### src/design/pcx_rle_pkg.sv
package pcx_rle_pkg;

  // field widths
  localparam int unsigned CODE_W  = 8;
  localparam int unsigned RUN_W   = 6;
  localparam int unsigned BPL_W   = 16;
  localparam int unsigned PLN_W   = 3;
  localparam int unsigned LIN_W   = 16;
  localparam int unsigned PROD_W  = BPL_W + PLN_W;
  localparam int unsigned TOTAL_W = PROD_W + LIN_W;
  localparam int unsigned SHORT_W = 34;
  localparam int unsigned IDX_W   = 2;
  localparam int unsigned DATA_W  = 16;

  // run code marker: both top bits set
  localparam logic [1:0] RUN_MARK = 2'b11;

  // configuration register indexes
  localparam logic [IDX_W-1:0] REG_BYTES_PER_LINE = 2'd0;
  localparam logic [IDX_W-1:0] REG_PLANE_COUNT    = 2'd1;
  localparam logic [IDX_W-1:0] REG_LINE_COUNT     = 2'd2;

  // commands from controller to datapath
  typedef struct packed {
    logic use_input;
    logic accept;
    logic step;
    logic emit_byte;
    logic emit_rep;
    logic last;
  } cmd_t;

  // status from datapath to controller
  typedef struct packed {
    logic cnt_nz;
    logic eod;
    logic avail;
    logic more_bytes;
    logic recalc;
  } sts_t;

endpackage

### src/design/pcx_rle_code_if.sv
interface pcx_rle_code_if;
  logic                               valid;
  logic                               ready;
  logic [pcx_rle_pkg::CODE_W-1:0]     code_byte;
  logic                               end_of_data;

  modport source (output valid, code_byte, end_of_data, input ready);
  modport sink (input valid, code_byte, end_of_data, output ready);
endinterface

### src/design/pcx_rle_pixel_if.sv
interface pcx_rle_pixel_if;
  logic                               valid;
  logic                               ready;
  logic [pcx_rle_pkg::CODE_W-1:0]     pixel_byte;
  logic                               last_of_item;
  logic                               end_report;
  logic [pcx_rle_pkg::SHORT_W-1:0]    short_count;

  modport source (output valid, pixel_byte, last_of_item, end_report, short_count,
                  input ready);
  modport sink (input valid, pixel_byte, last_of_item, end_report, short_count,
                output ready);
endinterface

### src/design/pcx_rle_cfg_if.sv
interface pcx_rle_cfg_if;
  logic                               valid;
  logic                               ready;
  logic [pcx_rle_pkg::IDX_W-1:0]      reg_index;
  logic [pcx_rle_pkg::DATA_W-1:0]     reg_data;

  modport source (output valid, reg_index, reg_data, input ready);
  modport sink (input valid, reg_index, reg_data, output ready);
endinterface

### src/design/pcx_rle_dp.sv
module pcx_rle_dp (
  input  logic                                clk,
  input  logic                                rst,
  input  logic [pcx_rle_pkg::CODE_W-1:0]      code_byte,
  input  logic                                end_of_data,
  input  logic                                cfg_we,
  input  logic [pcx_rle_pkg::IDX_W-1:0]       cfg_index,
  input  logic [pcx_rle_pkg::DATA_W-1:0]      cfg_data,
  input  pcx_rle_pkg::cmd_t                   cmd,
  output pcx_rle_pkg::sts_t                   sts,
  output logic [pcx_rle_pkg::CODE_W-1:0]      pixel_byte,
  output logic                                last_of_item,
  output logic                                end_report,
  output logic [pcx_rle_pkg::SHORT_W-1:0]     short_count
);

  // configuration registers
  logic [pcx_rle_pkg::BPL_W-1:0]   bytes_per_line;
  logic [pcx_rle_pkg::PLN_W-1:0]   plane_count;
  logic [pcx_rle_pkg::LIN_W-1:0]   line_count;

  // total recompute pipeline
  logic [1:0]                       rc;
  logic [pcx_rle_pkg::PROD_W-1:0]   prod;
  logic [pcx_rle_pkg::TOTAL_W-1:0]  total;

  // decode state
  logic                             run_pending;
  logic [pcx_rle_pkg::RUN_W-1:0]    run_length;
  logic [pcx_rle_pkg::TOTAL_W-1:0]  bytes_emitted;
  logic [pcx_rle_pkg::TOTAL_W-1:0]  left;

  // current request under work
  logic [pcx_rle_pkg::RUN_W-1:0]    work_count;
  logic [pcx_rle_pkg::CODE_W-1:0]   work_value;
  logic                             work_eod;

  logic                             in_is_run;
  logic [pcx_rle_pkg::RUN_W-1:0]    cur_count;
  logic [pcx_rle_pkg::CODE_W-1:0]   cur_value;
  logic                             cur_eod;
  logic [pcx_rle_pkg::RUN_W-1:0]    rem_count;

  // select incoming request or held work
  always_comb begin
    in_is_run = (code_byte[pcx_rle_pkg::CODE_W-1 -: 2] == pcx_rle_pkg::RUN_MARK);
    if (cmd.use_input) begin
      if (run_pending) begin
        cur_count = run_length;
      end else if (in_is_run) begin
        cur_count = '0;
      end else begin
        cur_count = pcx_rle_pkg::RUN_W'(1);
      end
      cur_value = code_byte;
      cur_eod   = end_of_data;
    end else begin
      cur_count = work_count;
      cur_value = work_value;
      cur_eod   = work_eod;
    end
    rem_count = cur_count - pcx_rle_pkg::RUN_W'(1);
  end

  // status to controller
  always_comb begin
    sts.cnt_nz     = (cur_count != '0);
    sts.eod        = cur_eod;
    sts.avail      = (left != '0);
    sts.more_bytes = (rem_count != '0) && (left[pcx_rle_pkg::TOTAL_W-1:1] != '0);
    sts.recalc     = (rc != 2'd0);
  end

  // config writes and total recompute
  always_ff @(posedge clk) begin
    if (rst) begin
      bytes_per_line <= '0;
      plane_count    <= pcx_rle_pkg::PLN_W'(1);
      line_count     <= pcx_rle_pkg::LIN_W'(1);
      rc             <= 2'd0;
      prod           <= '0;
      total          <= '0;
    end else begin
      if (cfg_we) begin
        unique case (cfg_index)
          pcx_rle_pkg::REG_BYTES_PER_LINE: bytes_per_line <= cfg_data;
          pcx_rle_pkg::REG_PLANE_COUNT:    plane_count <= cfg_data[pcx_rle_pkg::PLN_W-1:0];
          pcx_rle_pkg::REG_LINE_COUNT:     line_count <= cfg_data[pcx_rle_pkg::LIN_W-1:0];
          default: ;
        endcase
        rc <= 2'd3;
      end else if (rc != 2'd0) begin
        rc <= rc - 2'd1;
      end
      if (rc != 2'd0) begin
        prod  <= pcx_rle_pkg::PROD_W'(bytes_per_line) *
                 pcx_rle_pkg::PROD_W'(plane_count);
        total <= pcx_rle_pkg::TOTAL_W'(prod) *
                 pcx_rle_pkg::TOTAL_W'(line_count);
      end
    end
  end

  // run parsing and byte accounting
  always_ff @(posedge clk) begin
    if (rst) begin
      run_pending   <= 1'b0;
      run_length    <= '0;
      bytes_emitted <= '0;
      left          <= '0;
    end else begin
      if (cmd.accept) begin
        if (run_pending) begin
          run_pending <= 1'b0;
          run_length  <= '0;
        end else if (in_is_run && !end_of_data) begin
          run_pending <= 1'b1;
          run_length  <= code_byte[pcx_rle_pkg::RUN_W-1:0];
        end
      end
      if (rc != 2'd0) begin
        left <= (total > bytes_emitted) ? total - bytes_emitted : '0;
      end else if (cmd.emit_byte) begin
        bytes_emitted <= bytes_emitted + pcx_rle_pkg::TOTAL_W'(1);
        left          <= left - pcx_rle_pkg::TOTAL_W'(1);
      end else if (cmd.emit_rep) begin
        bytes_emitted <= '0;
        left          <= total;
      end
    end
  end

  // held work and output payload
  always_ff @(posedge clk) begin
    if (cmd.step) begin
      work_count <= rem_count;
      work_value <= cur_value;
      work_eod   <= cur_eod;
    end
    if (cmd.emit_byte) begin
      pixel_byte   <= cur_value;
      last_of_item <= cmd.last;
      end_report   <= 1'b0;
      short_count  <= '0;
    end else if (cmd.emit_rep) begin
      pixel_byte   <= '0;
      last_of_item <= 1'b1;
      end_report   <= 1'b1;
      short_count  <= left[pcx_rle_pkg::TOTAL_W-1] ? '1 : left[pcx_rle_pkg::SHORT_W-1:0];
    end
  end

  // remaining count tracks the total once settled
  a_left_sum: assert property (@(posedge clk) disable iff (rst)
    (rc == 2'd0 && bytes_emitted <= total) |->
      ({1'b0, bytes_emitted} + {1'b0, left} == {1'b0, total}))
    else $error("remaining count out of step with emitted bytes");

  // a report never claims more missing bytes than the total
  a_short_bound: assert property (@(posedge clk) disable iff (rst)
    cmd.emit_rep && rc == 2'd0 |-> left <= total)
    else $error("missing count exceeds total");

  // the end report starts a fresh image
  a_rep_restart: assert property (@(posedge clk) disable iff (rst)
    cmd.emit_rep && rc == 2'd0 |=> (bytes_emitted == '0 && left == total))
    else $error("byte count not restarted after end report");

endmodule

### src/design/pcx_rle_ctrl.sv
module pcx_rle_ctrl (
  input  logic              clk,
  input  logic              rst,
  input  logic              in_valid,
  output logic              in_ready,
  output logic              out_valid,
  input  logic              out_ready,
  input  pcx_rle_pkg::sts_t sts,
  output pcx_rle_pkg::cmd_t cmd
);

  typedef enum logic {S_IDLE, S_BUSY} state_t;

  state_t state;
  logic   out_free;
  logic   more;

  // handshake and step commands
  always_comb begin
    out_free      = !out_valid || out_ready;
    in_ready      = (state == S_IDLE) && out_free && !sts.recalc;
    cmd.use_input = (state == S_IDLE);
    cmd.accept    = in_valid && in_ready;
    cmd.step      = cmd.accept || ((state == S_BUSY) && out_free);
    cmd.emit_byte = cmd.step && sts.cnt_nz && sts.avail;
    cmd.emit_rep  = cmd.step && !(sts.cnt_nz && sts.avail) && sts.eod;
    more          = cmd.emit_byte && (sts.more_bytes || sts.eod);
    cmd.last      = !more;
  end

  // state and output valid
  always_ff @(posedge clk) begin
    if (rst) begin
      state     <= S_IDLE;
      out_valid <= 1'b0;
    end else begin
      if (cmd.step) begin
        state <= more ? S_BUSY : S_IDLE;
      end
      if (cmd.emit_byte || cmd.emit_rep) begin
        out_valid <= 1'b1;
      end else if (out_ready) begin
        out_valid <= 1'b0;
      end
    end
  end

  // a busy step always produces a result
  a_busy_emits: assert property (@(posedge clk) disable iff (rst)
    (state == S_BUSY && out_free) |-> (cmd.emit_byte || cmd.emit_rep))
    else $error("busy step produced no result");

  // the end report closes the request
  a_rep_idle: assert property (@(posedge clk) disable iff (rst)
    cmd.emit_rep |=> state == S_IDLE)
    else $error("end report did not finish the request");

  // no new request taken while busy or recalculating
  a_no_accept_busy: assert property (@(posedge clk) disable iff (rst)
    cmd.accept |-> (state == S_IDLE && !sts.recalc))
    else $error("request taken while busy or recalculating");

endmodule

### src/design/pcx_rle_byte_decoder_unit.sv
// channel | modport | payload                                           | request moves
// code    | sink    | code_byte[7:0], end_of_data                       | one source byte
// pixel   | source  | pixel_byte[7:0], last_of_item, end_report,
//         |         | short_count[33:0]                                 | one decoded byte/report
// cfg     | sink    | reg_index[1:0], reg_data[15:0]                    | one register write
//
// literal bytes pass at one per cycle while pixel is not stalled; a run emits up to 63 copies,
// all through the single output register that the controller refills.
// after each config write the total (two registered multiplies) and remaining
// count are recomputed, while code.ready stays low; cfg.ready is always high.
// rst is synchronous and active high; a stall on pixel holds the result and code.ready.
module pcx_rle_byte_decoder_unit (
  input logic            clk,
  input logic            rst,
  pcx_rle_code_if.sink   code,
  pcx_rle_pixel_if.source pixel,
  pcx_rle_cfg_if.sink    cfg
);

  pcx_rle_pkg::cmd_t cmd;
  pcx_rle_pkg::sts_t sts;

  // config port takes a write every cycle
  assign cfg.ready = 1'b1;

  // sequencing control
  pcx_rle_ctrl u_ctrl (
    .clk       (clk),
    .rst       (rst),
    .in_valid  (code.valid),
    .in_ready  (code.ready),
    .out_valid (pixel.valid),
    .out_ready (pixel.ready),
    .sts       (sts),
    .cmd       (cmd)
  );

  // decode datapath
  pcx_rle_dp u_dp (
    .clk          (clk),
    .rst          (rst),
    .code_byte    (code.code_byte),
    .end_of_data  (code.end_of_data),
    .cfg_we       (cfg.valid),
    .cfg_index    (cfg.reg_index),
    .cfg_data     (cfg.reg_data),
    .cmd          (cmd),
    .sts          (sts),
    .pixel_byte   (pixel.pixel_byte),
    .last_of_item (pixel.last_of_item),
    .end_report   (pixel.end_report),
    .short_count  (pixel.short_count)
  );

endmodule
### src/flat_wrapper.sv
// flat-port wrapper written by rule: the top's interface ports become plain ports
module pcx_rle_byte_decoder_unit_flat 
  (clk, rst, code_valid, code_code_byte, code_end_of_data, code_ready, pixel_valid, pixel_pixel_byte, pixel_last_of_item, pixel_end_report, pixel_short_count, pixel_ready, cfg_valid, cfg_reg_index, cfg_reg_data, cfg_ready);
  pcx_rle_code_if code_i ();
  pcx_rle_pixel_if pixel_i ();
  pcx_rle_cfg_if cfg_i ();
  input logic clk;
  input logic rst;
  input wire logic [$bits(code_i.valid)-1:0] code_valid;
  input wire logic [$bits(code_i.code_byte)-1:0] code_code_byte;
  input wire logic [$bits(code_i.end_of_data)-1:0] code_end_of_data;
  output wire logic [$bits(code_i.ready)-1:0] code_ready;
  output wire logic [$bits(pixel_i.valid)-1:0] pixel_valid;
  output wire logic [$bits(pixel_i.pixel_byte)-1:0] pixel_pixel_byte;
  output wire logic [$bits(pixel_i.last_of_item)-1:0] pixel_last_of_item;
  output wire logic [$bits(pixel_i.end_report)-1:0] pixel_end_report;
  output wire logic [$bits(pixel_i.short_count)-1:0] pixel_short_count;
  input wire logic [$bits(pixel_i.ready)-1:0] pixel_ready;
  input wire logic [$bits(cfg_i.valid)-1:0] cfg_valid;
  input wire logic [$bits(cfg_i.reg_index)-1:0] cfg_reg_index;
  input wire logic [$bits(cfg_i.reg_data)-1:0] cfg_reg_data;
  output wire logic [$bits(cfg_i.ready)-1:0] cfg_ready;
  assign code_i.valid = code_valid;
  assign code_i.code_byte = code_code_byte;
  assign code_i.end_of_data = code_end_of_data;
  assign code_ready = code_i.ready;
  assign pixel_valid = pixel_i.valid;
  assign pixel_pixel_byte = pixel_i.pixel_byte;
  assign pixel_last_of_item = pixel_i.last_of_item;
  assign pixel_end_report = pixel_i.end_report;
  assign pixel_short_count = pixel_i.short_count;
  assign pixel_i.ready = pixel_ready;
  assign cfg_i.valid = cfg_valid;
  assign cfg_i.reg_index = cfg_reg_index;
  assign cfg_i.reg_data = cfg_reg_data;
  assign cfg_ready = cfg_i.ready;
  pcx_rle_byte_decoder_unit u_core (.clk(clk), .rst(rst), .code(code_i), .pixel(pixel_i), .cfg(cfg_i));
endmodule
### config.mk
export PLATFORM = sky130hd
export DESIGN_NAME = pcx_rle_byte_decoder_unit_flat
export DESIGN_NICKNAME = d
export VERILOG_FILES = /design/src/design/pcx_rle_pkg.sv /design/src/design/pcx_rle_code_if.sv /design/src/design/pcx_rle_pixel_if.sv /design/src/design/pcx_rle_cfg_if.sv /design/src/design/pcx_rle_dp.sv /design/src/design/pcx_rle_ctrl.sv /design/src/design/pcx_rle_byte_decoder_unit.sv /design/src/flat_wrapper.sv
export SDC_FILE = /design/constraint.sdc
export NUM_CORES = 1
export LEC_CHECK = 0
export ABC_AREA = 1
export BUFFER_PORTS_ARGS = -buffer_cell sky130_fd_sc_hd__buf_2
export CORE_UTILIZATION = 35
export CTS_CLUSTER_DIAMETER = 60
export DETAILED_ROUTE_END_ITERATION = 16
export GPL_TIMING_DRIVEN = 0
export PLACE_DENSITY = 0.62
export SLEW_MARGIN = 20
export SYNTH_ARGS = -nofsm -noshare
export SYNTH_HDL_FRONTEND = slang
export SYNTH_HIERARCHICAL = 1
export SYNTH_SLANG_ARGS = --single-unit
### constraint.sdc
create_clock -name clk -period 7.93 [get_ports clk]
set_clock_uncertainty 0.1 [all_clocks]
set_input_delay 0 -clock clk [delete_from_list [all_inputs] [get_ports clk]]
set_output_delay 0 -clock clk [all_outputs]
set_load 0.1 [all_outputs]
==> results of run 1 <==
## synthesized netlist by cell type (all sizes together), types with 15 or more instances
cell	number
nand2	987
xor2	38
inv	796
dfxtp	205
nor3	47
nor2	337
clkbuf	131
nand3	139
o21ai	172
a21oi	266
nand4	36
ha	165
fa	252
edfxtp	24
buf	15
a22oi	18
## sequential cells by signal (all words and copies together), names as in the netlist, 6 cells and up
name                        flops
u_core/u_dp/bytes_emitted      35
u_core/u_dp/bytes_per_line     16
u_core/u_dp/left               35
u_core/u_dp/line_count         16
u_core/u_dp/pixel_byte          8
u_core/u_dp/prod               19
u_core/u_dp/run_length          6
u_core/u_dp/short_count        34
u_core/u_dp/total              35
u_core/u_dp/work_count          6
u_core/u_dp/work_value          8
## worst min path at each step
stage	from	end	slack [ns]	cells after the start
3_3_place_gp	cfg_reg_data[10]	u_core/u_dp/bytes_per_line[10]	0.15	3
6_report	cfg_reg_data[5]	u_core/u_dp/bytes_per_line[5]	0.12	4
5_1_grt	cfg_reg_data[8]	u_core/u_dp/bytes_per_line[8]	0.16	4
2_1_floorplan	rst	u_core/u_ctrl/state	-0.04	1
4_1_cts	cfg_reg_data[13]	u_core/u_dp/bytes_per_line[13]	0.11	4
3_5_place_dp	rst	u_core/u_ctrl/state	0.15	2
## repair_timing
action | CTS | global route
resized for setup | 0 | 0
endpoints found under the hold margin | 78 | 0
hold buffers | 54 | 0
## routing by layer
metal | track usage [%] | share of wire, % | vias to the layer above | wire, um
li1 | - | - | 11700 | -
met1 | 31.1 | 45 | 11400 | 37400
met2 | 37.6 | 45 | 769 | 37300
met3 | 3.00 | 6.8 | 125 | 5610
met4 | 5.56 | 2.6 | 2 | 2110
met5 | 0 | 0.022 | - | 18
## logic make-up after synthesis
logic type / after synthesis / synth area share, %
AND/OR/NAND/NOR: 1572 / 25.5
buffers and inverters: 943 / 14.2
AO/OA/AOI/OAI: 511 / 10.9
other: 1 / 0.0150
XOR/XNOR: 50 / 1.75
adder cells (fa/ha/maj): 417 / 28.4
flip-flops: 229 / 19.3
## report_power, final
group | internal (mW) | leakage [nW] | switching (mW)
clock network | 0.758 | 0.441 | 0.526
registers | 1.39 | 1.90 | 0.144
logic | 0.726 | 12.5 | 2.36
total | 2.88 | 14.8 | 3.03
## final cells by class
class / instances / area (sq um) / area share, %
inverter: 797 / 2990 / 10.7
sequential: 229 / 4820 / 17.2
tap: 940 / 1180 / 4.19
clock buffer: 37 / 743 / 2.65
multi-input combinational: 2551 / 16700 / 59.4
timing repair buffer: 131 / 926 / 3.30
buffer: 146 / 572 / 2.04
clock inverter: 12 / 158 / 0.562
## worst reg2reg max path, stage by stage (launching register included)
cell,delay (ns)
dfxtp_1,0.31
clkbuf_1,0.57
clkbuf_1,0.72
nand2_1,0.18
fa_1,0.57
inv_1,0.05
fa_1,0.49
inv_1,0.06
fa_1,0.52
inv_1,0.05
fa_1,0.45
fa_1,0.49
inv_1,0.05
fa_1,0.47
inv_1,0.06
ha_1,0.37
nand2_1,0.11
nor2_1,0.23
nand2_1,0.07
o21ai_0,0.40
nand3_1,0.20
nand3_1,0.12
nand3_1,0.14
nand2_1,0.11
inv_1,0.04
==> summary.txt, run 1 <==
Status - complete, no violations
Crit path cell chain - clkbuf_1 > clkbuf_1 > nand2_1 > fa_1 > inv_1 > fa_1 > inv_1 > fa_1 > inv_1 > fa_1 > fa_1 > inv_1 > fa_1 > inv_1 > ha_1 > nand2_1 > nor2_1 > nand2_1 > o21ai_0 > nand3_1 > nand3_1 > nand3_1 > nand2_1 > inv_1
RR Startpoint - u_core/u_dp/prod[7]
R2R depth - 24
Crit path max-delay family - adder cells
Final Hold Fails - 0
Crit path capture type - flip-flop
Ys Warns - 6
# diodes - 0
Clock Sinks - 229
Clock transition at path regs - 0.06 ns
Worst r2r dst - u_core/u_dp/total[24]
Drt pass-1 iters - 5
DRT iter0 DRCs - 1697
Area leader, netlist - fa_1
Worst VDD drop - 0.362 mV
Bufs on Longest Clock Path - 3
Vias post-DR - 24000
Via density - 4.95
Sequential fraction of the synthesis area - 19.3%
Worst-Margin Slew - 1.11 ns
Min Tclk post-route - 7.03 ns
Crit-path max FO - 10
CP peak stage delay - 0.72 ns
Peak Freq - 0.142 GHz
# Post-CTS Setup Buffers - 0
Post-synth ARST share - 0%
Clk_lat worst skew - 0.55 ns
Worst hold margin - 0.124 ns
Total CTS buffers - 27
Tightest Hold Check Type - primary input to flip-flop
Final-report setup violation count - 0
Root Driver - clkbuf_16
Most frequent cells in the layout - nand2_1 (981), inv_1 (792), nor2_1 (330)
Critical Path Stages - 24
Synthesized instance count - 3723
Die area - 72700 sq um
Fin crit share - 88.6%
Number of global-route vias before repair - 23600
Site row count - 97
Commonest non-fill, non-tap cell in the layout - nand2_1
Largest net degree at the start of global routing - 19
Top_reg_cell synth - dfxtp_1
DP Worst Slack - 1.05 ns
WP data arrival - 7.38 ns
Placed instance area - 26600 sq um
Top Ports - 79
Placed cells - 4740
Die height - 270 um
Drt wl/cell - 17.0 um
Final Util - 39.9%
Final Cell Area - 28100 sq um
Top cells by area, synth - fa_1 (20%), dfxtp_1 (16%), nand2_1 (15%), inv_1 (12%), ha_1 (8.2%)
Post-Layout Cell Count - 4843
First-pass GRT wire length - 130000 um
Max-slew headroom - 25.7%
Yosys reg bits - 229
# DRC - 0
Syn avg cell area - 6.73 sq um
Initial Util - 35.6%
Filler instances - 7606
Port Buffer Count - 77
Layout cells sized above 1 - 3.89%
Critical Path Source Type - flip-flop
Die width - 270 um
HPWL Detailed - 67100 um
Total grt overflow - 0
Leak - 14.8 nW
H-tree depth - 1
DRT antenna net count - 0
Worst path required time - 8.28 ns
Core Region - 70400 sq um
Crit. Startpoint - u_core/u_dp/prod[7]
CTS tree - done
Syn Std Cell Area - 25100 sq um
Mapped Nets - 4172
Fin nets - 4332
Setup ws final - 0.902 ns
CP max-delay cell - clkbuf_1
Final WL - 82400 um
Number of flops mapped to enable cells by yosys - 24
Total power - 5.91 mW
Tot GR Track Use - 22.7%
R2r setup slk - 0.90 ns
Initial antenna violation count - 1
Pins over their slew limit - 0
Gpl congestion - 0.964
Fin Setup TNS - 0 ns
Max_cap viols - 0
Post-synthesis cell type count - 48
RSZ-0062 raised after global routing - no
Critical setup path kind - flip-flop to flip-flop
Yosys top cell area share - 20.1%
P per Cell Area - 211 nW/um^2
Worst Path Buf+Inv - 8
Area grow syn2layout - 12.0%
CP endpoint - u_core/u_dp/total[24]
No activity file was read; power rests on OpenSTA's default activity.
==> run 2: changes to the inputs <==
--- a/config.mk
+++ b/config.mk
@@ -7,3 +7,2 @@
 export LEC_CHECK = 0
-export ABC_AREA = 1
 export BUFFER_PORTS_ARGS = -buffer_cell sky130_fd_sc_hd__buf_2
@@ -14,2 +13,3 @@
 export PLACE_DENSITY = 0.62
+export SETUP_SLACK_MARGIN = 0.1
 export SLEW_MARGIN = 20
==> constraint.sdc (replaced) <==
create_clock -name clk -period 7.93 [get_ports clk]
set_clock_uncertainty 0.1 [all_clocks]
set_input_delay 0.3965 -clock clk [delete_from_list [all_inputs] [get_ports clk]]
set_output_delay 0.3965 -clock clk [all_outputs]
set_load 0.1 [all_outputs]
==> run 2 against run 1 <==
  * Sequential power down 4%
  * Sequential share of layout area grew 1.7 points
  * Worst setup slack got worse by 0.48 ns
  * Utilization decreased by 0.45 points
  * Via count shrank 18%
  * Routed wire length down 15%
  * Register-to-register slack lost 0.48 ns
  * Critical path depth is 3 lower
  * Count of clock-buffer cells in the layout is 1 higher
  * Area after synthesis down 7.8%
  * Combinational power fell by 27%
==> summary.txt, run 2 <==
Max-slew headroom - 29.0%
R2r setup slk - 0.42 ns
Initial antenna violation count - 3
Worst Path Buf+Inv - 4
CP peak stage delay - 0.61 ns
Via density - 5.25
First-pass GRT wire length - 111000 um
Critical Path Source Type - flip-flop
Worst hold margin - 0.0205 ns
Layout cells sized above 1 - 6.27%
Clk_lat worst skew - 0.56 ns
Fin Setup TNS - 0 ns
# DRC - 0
Placed cells - 3706
Area leader, netlist - fa_1
Leak - 11.5 nW
Pins over their slew limit - 0
Post-Layout Cell Count - 3762
Most frequent cell after synthesis - nand2_1
Vias post-DR - 19800
Total grt overflow - 0
Site row count - 93
Worst path required time - 8.28 ns
Peak Freq - 0.133 GHz
Total power - 5.04 mW
Post-synthesis cell type count - 92
Fin crit share - 94.7%
Max_cap viols - 0
Critical Path Stages - 21
Crit path max-delay family - adder cells
Final-report setup violation count - 0
Clock Sinks - 229
Hold path depth - 3
Number of global-route vias before repair - 19700
Top_reg_cell synth - dfxtp_1
Initial Util - 35.6%
Worst hold start - cfg_reg_data[1]
WP data arrival - 7.86 ns
List of most frequent post-synthesis cells - nand2_1 (384), inv_1 (367), fa_1 (252)
Final Util - 39.4%
HPWL Detailed - 56100 um
Worst r2r dst - u_core/u_dp/total[33]
Hold EP - u_core/u_dp/line_count[1]
Yosys top cell area share - 21.8%
Area grow syn2layout - 10.6%
Die height - 259 um
Clock transition at path regs - 0.06 ns
CP max-delay cell - clkbuf_1
Drt pass-1 iters - 5
Top Ports - 79
Final WL - 70000 um
Commonest non-fill, non-tap cell in the layout - nand2_1
Tot GR Track Use - 21.1%
Root Driver - clkbuf_16
Ys Warns - 6
R2R depth - 21
Critical setup path kind - flip-flop to flip-flop
DRT iter0 DRCs - 1431
Synthesized instance count - 2774
RR Startpoint - u_core/u_dp/prod[14]
Core Region - 64800 sq um
Port Buffer Count - 77
Final Hold Fails - 0
Yosys reg bits - 229
Filler instances - 6676
Worst path most repeated cell - fa_1
Tightest Hold Check Type - primary input to flip-flop
Crit path capture type - flip-flop
Top cells by area, synth - fa_1 (22%), dfxtp_1 (18%), ha_1 (8.9%), nand2_1 (6.2%), inv_1 (6.0%)
Drt wl/cell - 18.6 um
Fin nets - 3334
Met3 Use GR - 3.80%
Largest net degree at the start of global routing - 19
H-tree depth - 1
P per Cell Area - 197 nW/um^2
Worst VDD drop - 0.163 mV
Gpl congestion - 0.925
DRT antenna net count - 0
Largest registers - u_core/u_dp/bytes_emitted x35, u_core/u_dp/left x35, u_core/u_dp/total x35
Die width - 259 um
RSZ-0062 raised after global routing - no
Most frequent cells in the layout - nand2_1 (384), inv_1 (367), fa_1 (252)
GR Layer Usage met1 - 29.0%
Worst-Margin Slew - 1.05 ns
CTS tree - done
Bufs on Longest Clock Path - 3
Met2 usage - 33.7%
Status - complete, no violations
Syn avg cell area - 8.32 sq um
Mapped Nets - 3223
Most Crowded Layer GR - met2
Sequential fraction of the synthesis area - 20.9%
Post-synth ARST share - 0%
Die area - 67000 sq um
Total CTS buffers - 29
Min Tclk post-route - 7.51 ns
Syn Std Cell Area - 23100 sq um
Crit path cell chain - clkbuf_1 > nand2_1 > fa_1 > fa_1 > fa_1 > inv_1 > fa_1 > fa_1 > inv_1 > fa_1 > inv_1 > ha_1 > a21o_1 > a221oi_1 > o21ai_0 > a221o_1 > a31oi_1 > o21ai_1 > a211o_1 > and2_0 > a211o_1
Number of flops mapped to enable cells by yosys - 24
Crit-path max FO - 10
==> run 2: final cells by class <==
type | count | area, sq um | area share (%)
antenna | 2 | 5.00 | 0.0196
clock inverter | 13 | 146 | 0.573
inverter | 368 | 1380 | 5.41
multi-input combinational | 2034 | 16300 | 63.9
clock buffer | 38 | 800 | 3.13
timing repair buffer | 80 | 415 | 1.63
sequential | 229 | 4820 | 18.9
buffer | 143 | 577 | 2.26
tap | 855 | 1070 | 4.19
==> run 2: timing repair <==
item | CTS | global route
hold buffers | 3 | 0
setup endpoints to repair | 0 | 3
setup buffers | 0 | 0
endpoints found under the hold margin | 5 | 0
gates resized for setup | 0 | 26
==> run 2: worst max-delay path by stage <==
| stage | slack, ns | from | endpoint |
|---|---|---|---|
| global route | 0.12 | u_core/u_dp/prod[6] | u_core/u_dp/total[33] |
| CTS | 0.23 | u_core/u_dp/prod[6] | u_core/u_dp/total[33] |
| global placement | 0.23 | u_core/u_dp/prod[6] | u_core/u_dp/total[33] |
| detailed placement | 0.26 | u_core/u_dp/prod[6] | u_core/u_dp/total[33] |
| floorplan | 1.62 | u_core/u_dp/prod[17] | u_core/u_dp/total[33] |
| finish | 0.42 | u_core/u_dp/prod[14] | u_core/u_dp/total[33] |
==> run 2: kinds of logic after synthesis <==
kind of cell               after synthesis  synth area share (%)
and+or+nand+nor                        970                  20.2
buffers and inverters                  511                  8.41
AOI/OAI and AO/OA                      495                  13.7
adders and majority gates              417                  30.8
DFF                                    229                  20.9
xor gates and xnor gates               113                  4.29
muxes                                   38                  1.70
other                                    1                0.0162
==> run 2: stage by stage <==
stage                     cell area [sq um]  worst slack, ns
after detailed placement              24500            0.255
after global routing                  25500            0.116
after global placement                24500            0.230
after CTS                             25500            0.233
final                                 25500            0.419
after floorplan                       23100             1.62
==> run 2: power breakdown <==
part / internal [mW] / switching, mW
clock network: 0.778 / 0.539
logic: 0.574 / 1.67
registers: 1.35 / 0.122
total: 2.71 / 2.33
==> run 2: metal layers <==
| layer | vias up | wire length [um] |
|---|---|---|
| li1 | 9308 | - |
| met1 | 9622 | 31200 |
| met2 | 691 | 31100 |
| met3 | 130 | 5370 |
| met4 | 4 | 2230 |
| met5 | - | 27 |
==> run 2: worst register-to-register path, cell delays in order, from the launching register on <==
cell and delay [ns]:
dfxtp_1 0.56, clkbuf_1 0.61, nand2_1 0.16, fa_1 0.53, fa_1 0.47, fa_1 0.54, inv_1 0.06, fa_1 0.44
fa_1 0.51, inv_1 0.05, fa_1 0.49, inv_1 0.05, ha_1 0.36, a21o_1 0.23, a221oi_1 0.37, o21ai_0 0.21
a221o_1 0.32, a31oi_1 0.42, o21ai_1 0.23, a211o_1 0.34, and2_0 0.13, a211o_1 0.24
